<file path="src/sv/sli_pkg.sv">
// Shared types and constants for the sorted list insert block.
// Holds the item and result words, the op codes and the cell link type.
package sli_pkg;

    localparam int CAPACITY = 16;
    localparam int CNT_W    = $clog2(CAPACITY + 1);
    localparam int IDX_W    = $clog2(CAPACITY);
    localparam int VALUE_W  = 32;
    localparam int RIDX_W   = 4;
    localparam int ECNT_W   = 5;

    typedef enum logic {
        OP_INSERT = 1'b0,
        OP_READ   = 1'b1
    } t_op;

    typedef struct packed {
        t_op                        op;
        logic signed [VALUE_W-1:0]  value;
        logic        [RIDX_W-1:0]   read_index;
    } t_item;

    typedef struct packed {
        logic signed [VALUE_W-1:0]  read_value;
        logic        [ECNT_W-1:0]   entry_count;
        logic                       dropped;
        logic                       index_valid;
    } t_result;

    typedef struct packed {
        logic                       ge;
        logic signed [VALUE_W-1:0]  value;
    } t_link;

endpackage

</file>
<file path="src/sv/sli_cell.sv">
// One cell of the sorted list: holds one entry and shifts it up on insert.
// Depends on sli_pkg for the link type and value width.
module sli_cell (
    input  logic                               i_clk,
    input  logic                               i_insert,
    input  logic                               i_occupied,
    input  logic signed [sli_pkg::VALUE_W-1:0] i_new,
    input  sli_pkg::t_link                     i_left,
    output sli_pkg::t_link                     o_link
);

    logic signed [sli_pkg::VALUE_W-1:0] r_value;
    logic signed [sli_pkg::VALUE_W-1:0] n_value;
    logic                               ge;

    always_comb begin
        ge = !i_occupied || (i_new < r_value);
        if (ge) begin
            n_value = i_left.ge ? i_left.value : i_new;
        end else begin
            n_value = r_value;
        end
    end

    always_ff @(posedge i_clk) begin
        if (i_insert) begin
            r_value <= n_value;
        end
    end

    assign o_link.ge    = ge;
    assign o_link.value = r_value;

endmodule

</file>
<file path="src/sv/sorted_list_insert.sv">
// Sorted list insert top level: a row of sli_cell entries plus count and result.
// The result strobe rises in the cycle after start is accepted.
// Throughput: one item per cycle; busy stays low, every cell compares in parallel.
// Reset: synchronous active low; clears the entry count and result strobe only.
// Entry contents are not cleared; only entries below the count are ever read.
// Depends on sli_pkg and sli_cell.
module sorted_list_insert (
    input  logic               i_clk,
    input  logic               i_rst_n,
    input  logic               start,
    output logic               busy,
    input  sli_pkg::t_item     i_item,
    output logic               o_valid,
    output sli_pkg::t_result   o_result
);

    logic [sli_pkg::CNT_W-1:0] r_count;
    logic [sli_pkg::CNT_W-1:0] n_count;
    logic                      r_valid;
    sli_pkg::t_result          r_result;
    sli_pkg::t_result          n_result;

    logic                      accept;
    logic                      full;
    logic                      insert;
    logic [sli_pkg::IDX_W-1:0] rd_addr;
    logic                      rd_ok;

    sli_pkg::t_link            links [sli_pkg::CAPACITY];

    assign busy   = 1'b0;
    assign accept = start && !busy;
    assign full   = (r_count == sli_pkg::CNT_W'(sli_pkg::CAPACITY));
    assign insert = accept && (i_item.op == sli_pkg::OP_INSERT) && !full;

    genvar g;
    generate
        for (g = 0; g < sli_pkg::CAPACITY; g++) begin : g_cell
            sli_pkg::t_link left;
            if (g == 0) begin : g_first
                assign left = '0;
            end else begin : g_rest
                assign left = links[g-1];
            end
            sli_cell u_cell (
                .i_clk      (i_clk),
                .i_insert   (insert),
                .i_occupied (sli_pkg::CNT_W'(g) < r_count),
                .i_new      (i_item.value),
                .i_left     (left),
                .o_link     (links[g])
            );
        end
    endgenerate

    always_comb begin
        rd_addr  = sli_pkg::IDX_W'(i_item.read_index);
        rd_ok    = (sli_pkg::CNT_W'(i_item.read_index) < r_count);
        n_count  = insert ? r_count + 1'b1 : r_count;
        n_result = '0;
        n_result.entry_count = sli_pkg::ECNT_W'(n_count);
        case (i_item.op)
            sli_pkg::OP_INSERT: begin
                n_result.dropped = full;
            end
            sli_pkg::OP_READ: begin
                n_result.index_valid = rd_ok;
                n_result.read_value  = rd_ok ? links[rd_addr].value : '0;
            end
            default: begin
                n_result = '0;
            end
        endcase
    end

    always_ff @(posedge i_clk) begin
        if (!i_rst_n) begin
            r_count <= '0;
            r_valid <= 1'b0;
        end else begin
            r_count <= n_count;
            r_valid <= accept;
        end
    end

    always_ff @(posedge i_clk) begin
        if (accept) begin
            r_result <= n_result;
        end
    end

    assign o_valid  = r_valid;
    assign o_result = r_result;

    a_count_bound : assert property (@(posedge i_clk) disable iff (!i_rst_n)
        r_count <= sli_pkg::CNT_W'(sli_pkg::CAPACITY))
        else $error("entry count above capacity");

    a_insert_grows : assert property (@(posedge i_clk) disable iff (!i_rst_n)
        insert |=> r_count == $past(r_count) + 1'b1)
        else $error("insert did not advance the count");

    a_strobe_follows : assert property (@(posedge i_clk) disable iff (!i_rst_n)
        accept |=> o_valid)
        else $error("accepted word gave no result strobe");

    a_drop_full : assert property (@(posedge i_clk) disable iff (!i_rst_n)
        (o_valid && o_result.dropped) |->
            (r_count == sli_pkg::CNT_W'(sli_pkg::CAPACITY)))
        else $error("drop flagged on a list that is not full");

    a_order : assert property (@(posedge i_clk) disable iff (!i_rst_n)
        (r_count >= sli_pkg::CNT_W'(2)) |-> (links[0].value <= links[1].value))
        else $error("lowest entries out of order");

endmodule
</file>
<file path="config.mk">
export PLATFORM = sky130hd
export DESIGN_NAME = sorted_list_insert
export DESIGN_NICKNAME = d
export VERILOG_FILES = /design/src/sv/sli_pkg.sv /design/src/sv/sli_cell.sv /design/src/sv/sorted_list_insert.sv
export SDC_FILE = /design/constraint.sdc
export NUM_CORES = 1
export LEC_CHECK = 0
export BUFFER_PORTS_ARGS = -buffer_cell sky130_fd_sc_hd__buf_2
export CAP_MARGIN = 20
export CORE_MARGIN = 2
export CORE_UTILIZATION = 65
export CTS_BUF_LIST = sky130_fd_sc_hd__clkbuf_16
export CTS_CLUSTER_SIZE = 8
export DETAILED_ROUTE_END_ITERATION = 8
export HOLD_SLACK_MARGIN = 0.08
export PLACE_DENSITY = 0.82
export SYNTH_ARGS = -nofsm -noshare
export SYNTH_HDL_FRONTEND = slang
export SYNTH_HIERARCHICAL = 1
export SYNTH_SLANG_ARGS = --single-unit
</file>
<file path="constraint.sdc">
create_clock -name i_clk -period 5.3 [get_ports i_clk]
set_clock_uncertainty 0.15 [all_clocks]
set_input_delay 1.06 -clock i_clk [delete_from_list [all_inputs] [get_ports i_clk]]
set_output_delay 1.06 -clock i_clk [all_outputs]
set_load 0.02 [all_outputs]
</file>
=== Word-level counts from Yosys, hierarchy flattened ===
Index checks and enable logic that the tools add are counted.

* Input bits: 40
* Flip-flop bits (word level): 557
* Output and inout bits: 41
* Logic and storage cells: 131

* Bitwise logic cells: 2
* Equal/unequal tests: 1
* $add $sub $neg: 1
* Multiplexer cells: 19
* Order comparisons: 34
* Reductions and logical operators: 52

{| class="wikitable"
|+ Operators with widths
! kind !! count
|-
| 32-bit two-way mux || 17
|-
| 32-bit < comparator || 16
|-
| 33-bit binary-select mux with 4-bit select || 1
|-
| 4-bit by 5-bit < comparator with 1-bit output, first input constant || 8
|-
| 2-bit AND reduction || 17
|-
| 3-bit by 5-bit < comparator with 1-bit output, first input constant || 4
|-
| 1-bit zero test || 17
|-
| 1-bit logical OR || 16
|-
| 1-bit by 5-bit < comparator with 1-bit output, first input constant || 2
|-
| 2-bit by 5-bit < comparator with 1-bit output, first input constant || 2
|-
| 5-bit by 1-bit adder with 5-bit output, second input constant || 1
|-
| 5-bit == test, second input constant || 1
|-
| 5-bit >= comparator, second input constant || 1
|-
| 4-bit by 5-bit < comparator with 1-bit output || 1
|-
| 5-bit two-way mux || 1
|-
| 4-bit NOT with 5-bit output || 1
|-
| 1-bit logical AND || 2
|-
| 1-bit NOT || 1
|}

=== Logic depth before layout (Yosys ltp) ===
* Depth after elaboration: 6
* Gate-level depth with buffers: 12
* Gate-level depth less buffers: 9

=== By module ===
The synthesis kept the hierarchy.

{| class="wikitable"
|+ By module, submodules not included
! module !! times used !! area an instance (um2) !! seq. area each (um2) !! cells each
|-
| sli_cell || 16 || 2,152.1 || 960.9 || 184
|-
| sorted_list_insert || 1 || 5,561.6 || 1,291.2 || 379
|}

=== Least setup slack after synthesis ===
OpenSTA, ideal clock, no wires.

* Path kind: input to register
* From: input i_item[6] (netlist name)
* To: register g_cell[15].u_cell/r_value[0] (netlist name), enable pin
* Path buffers: 0
* Cell stages on the path: 7
* Setup slack: 1.145 ns
* Setup time: 0.419 ns
* Arrival: 3.586 ns
* Data required time: 4.731 ns
* Path through: ha_1 a211o_1 a31oi_1 o311a_1 o41ai_1 a31o_1 a211oi_2

* Longest elaborated chain between the ends: 3

{| class="wikitable"
|+ RTL lines
! what !! line !! source
|-
| start: declaration || sorted_list_insert.sv:12 || <nowiki>input sli_pkg::t_item i_item,</nowiki>
|-
| 32-bit < comparator || sli_cell.sv:17 || <nowiki>ge = !i_occupied || (i_new < r_value);</nowiki>
|-
| 1-bit logical OR || sli_cell.sv:17 ||
|-
| 2-bit AND reduction (no source line) || -- ||
|-
| end signal: assignment || sli_cell.sv:27 || <nowiki>r_value <= n_value;</nowiki>
|-
| end: declaration || sli_cell.sv:12 || <nowiki>logic signed [sli_pkg::VALUE_W-1:0] r_value;</nowiki>
|}

No other way between the ends.
A chain may end at the register's enable or synchronous reset.

==> impl_results.md <==
- Status: completed
- Cts hold-fix bufs: 0
- Crit Path Class: in -> reg
- Peak-usage layer in the global routing report: met2
- Nets@finish: 4024
- CTS Sinks: 557
- Met2 GRT Util: 59.1%
- Met3 Usage GRT: 5.94%
- Hold Crit Class: reg -> reg
- Routed length per placed instance: 27.0 µm
- Family with the most delay on the worst path: compound AO/OA/AOI/OAI gates
- DRT antenna net count: 0
- Starting Density: 66.0%
- Synth warn: 6
- Die Y: 252 µm
- Max stage delay on crit path: 0.61 ns
- Worst slew pin tran: 1.02 ns
- PortBufs: 79
- Tcrit/Tclk final: 81.0%
- Chip width: 252 µm
- Ratio of cells with drive above 1 in the final layout: 27.8%
- CP arrival: 4.51 ns
- Cts bufs inserted: 79
- Synth Instances: 3321
- RSZ-0062 raised after global routing: false
- Fin. Hold Viols: 0
- CP cell instances: buf_2 -> ha_1 -> a211o_1 -> a31oi_1 -> o311a_1 -> o41ai_1 -> a31o_1 -> a21oi_4 -> buf_4 -> mux2_2
- Area Growth Syn to Fin: 10.4%
- DPL Wire Length: 82600 µm
- Number of global-route vias before repair: 29700
- Slowest CP cell: a21oi_4
- Root Driver: clkbuf_16
- Drt via density: 6.79
- Non-filler cells, final: 4281
- Commonest cells after routing, fill and taps aside: 551 x edfxtp_1, 545 x inv_1, 512 x mux2_2, 501 x ha_1, 195 x a21oi_1
- Max frequency: 233 MHz
- Post-CTS sizing: 0
- WP data required: 5.52 ns
- Pre-antenna DRT Iters: 5
- Power, Total: 11.7 mW
- Inst Count DP: 4179
- Crit path time final: 4.29 ns
- Die Area: 63500 µm²
- Mapped Area: 40000 µm²
- Htree depth: 3
- Fill cell count: 4008
- First-pass GRT wire length: 175000 µm
- Gp weighted congestion: 0.958
- Reg-to-reg setup timing slack: 1.37 ns
- Slew Limit Fails: 0
- Reg-to-Reg Start: g_cell[8].u_cell/r_value[2]
- Mapped Avg Cell Area: 12.0 µm²
- TritonCTS clock tree: built
- DR iter-0 viols: 2787
- Leakage: 18.9 nW
- Buf/Inv on CP: 2
- Clk Latency, worst-skew pair: 0.64 ns
- Reg-to-Reg End: g_cell[9].u_cell/r_value[15]
- Reg2Reg Depth: 10
- Fin Setup TNS: 0 ns
- Worst rel slew slack: 30.8%
- Core area: 60600 µm²
- Worst-path clk slew: 0.05 ns
- Worst Hold Launch: g_cell[13].u_cell/r_value[31]
- Max FO, Critical Path: 20
- Largest net degree at the start of global routing: 57
- Maximum VDD drop: 0.266 mV
- I/O Pins: 81
- CP Capture Type: flip-flop
- Rows: 90
- # setup viols final: 0
- Setup crit start: i_item[6]
- Via count: 29100
- Met1 GRT Util: 46.7%
- Startpoint Class: input pin
- Tot GR Track Use: 36.4%
- P per Cell Area: 265 nW/µm²
- Initial antenna violation count: 1
- CTS max path bufs: 3
- Final core area utilization: 72.9%
- CP Depth: 10
- DRT Wirelength: 115000 µm
- DRC violations left: 0
- Post-CTS Setup Inserts: 0
- Max Cap Viol: 0
- Commonest non-fill, non-tap cell in the layout: edfxtp_1
- Critical Path End: g_cell[9].u_cell/r_value[15]
- Grt ovf: 0
## power breakdown
group          internal, mW  switching [mW]
clock                  2.77            1.88
sequential             5.08           0.165
combinational         0.730            1.07
## area by class of cell
class	count	area, µm²	area share [%]
multi-input combinational	2134	21000	47.6
tap	782	978	2.22
inverter	537	2020	4.56
timing repair buffer	174	1330	3.00
antenna	1	2.50	0.00567
sequential	557	16700	37.7
clock buffer	84	2100	4.76
clock inverter	12	62.6	0.142
## metrics by stage
step                worst slack [ns]  area, µm²  hold slack, ns
finish                          1.01      44200           0.460
detailed placement             0.460      41900           0.449
global placement               0.514      41900           0.433
floorplan                       1.15      40100           0.410
global route                   0.914      44200           0.472
CTS                             1.03      44000           0.454
## routing by layer
| metal | up-vias | wire length (µm) | share of wire, % |
|---|---|---|---|
| met5 | - | 0 | 0 |
| met4 | 0 | 7000 | 6.1 |
| met3 | 393 | 10000 | 8.7 |
| met2 | 1681 | 54900 | 48 |
| met1 | 14300 | 43600 | 38 |
| li1 | 12700 | - | - |
## worst min-delay path by stage
stage | to | slack, ns | cells past startpoint
finish | g_cell[14].u_cell/r_value[31] | 0.46 | 1
global route | g_cell[15].u_cell/r_value[5] | 0.47 | 1
CTS | g_cell[10].u_cell/r_value[13] | 0.45 | 1
detailed placement | g_cell[13].u_cell/r_value[13] | 0.45 | 1
global placement | g_cell[11].u_cell/r_value[15] | 0.43 | 1
floorplan | g_cell[13].u_cell/r_value[0] | 0.41 | 1
## state kept, by name, indices dropped and copies added (netlist names)
signal / flops
o_result: 39
o_valid: 1
r_count: 5
g_cell.u_cell/r_value: 512
Power figures use the tool's default switching activity.
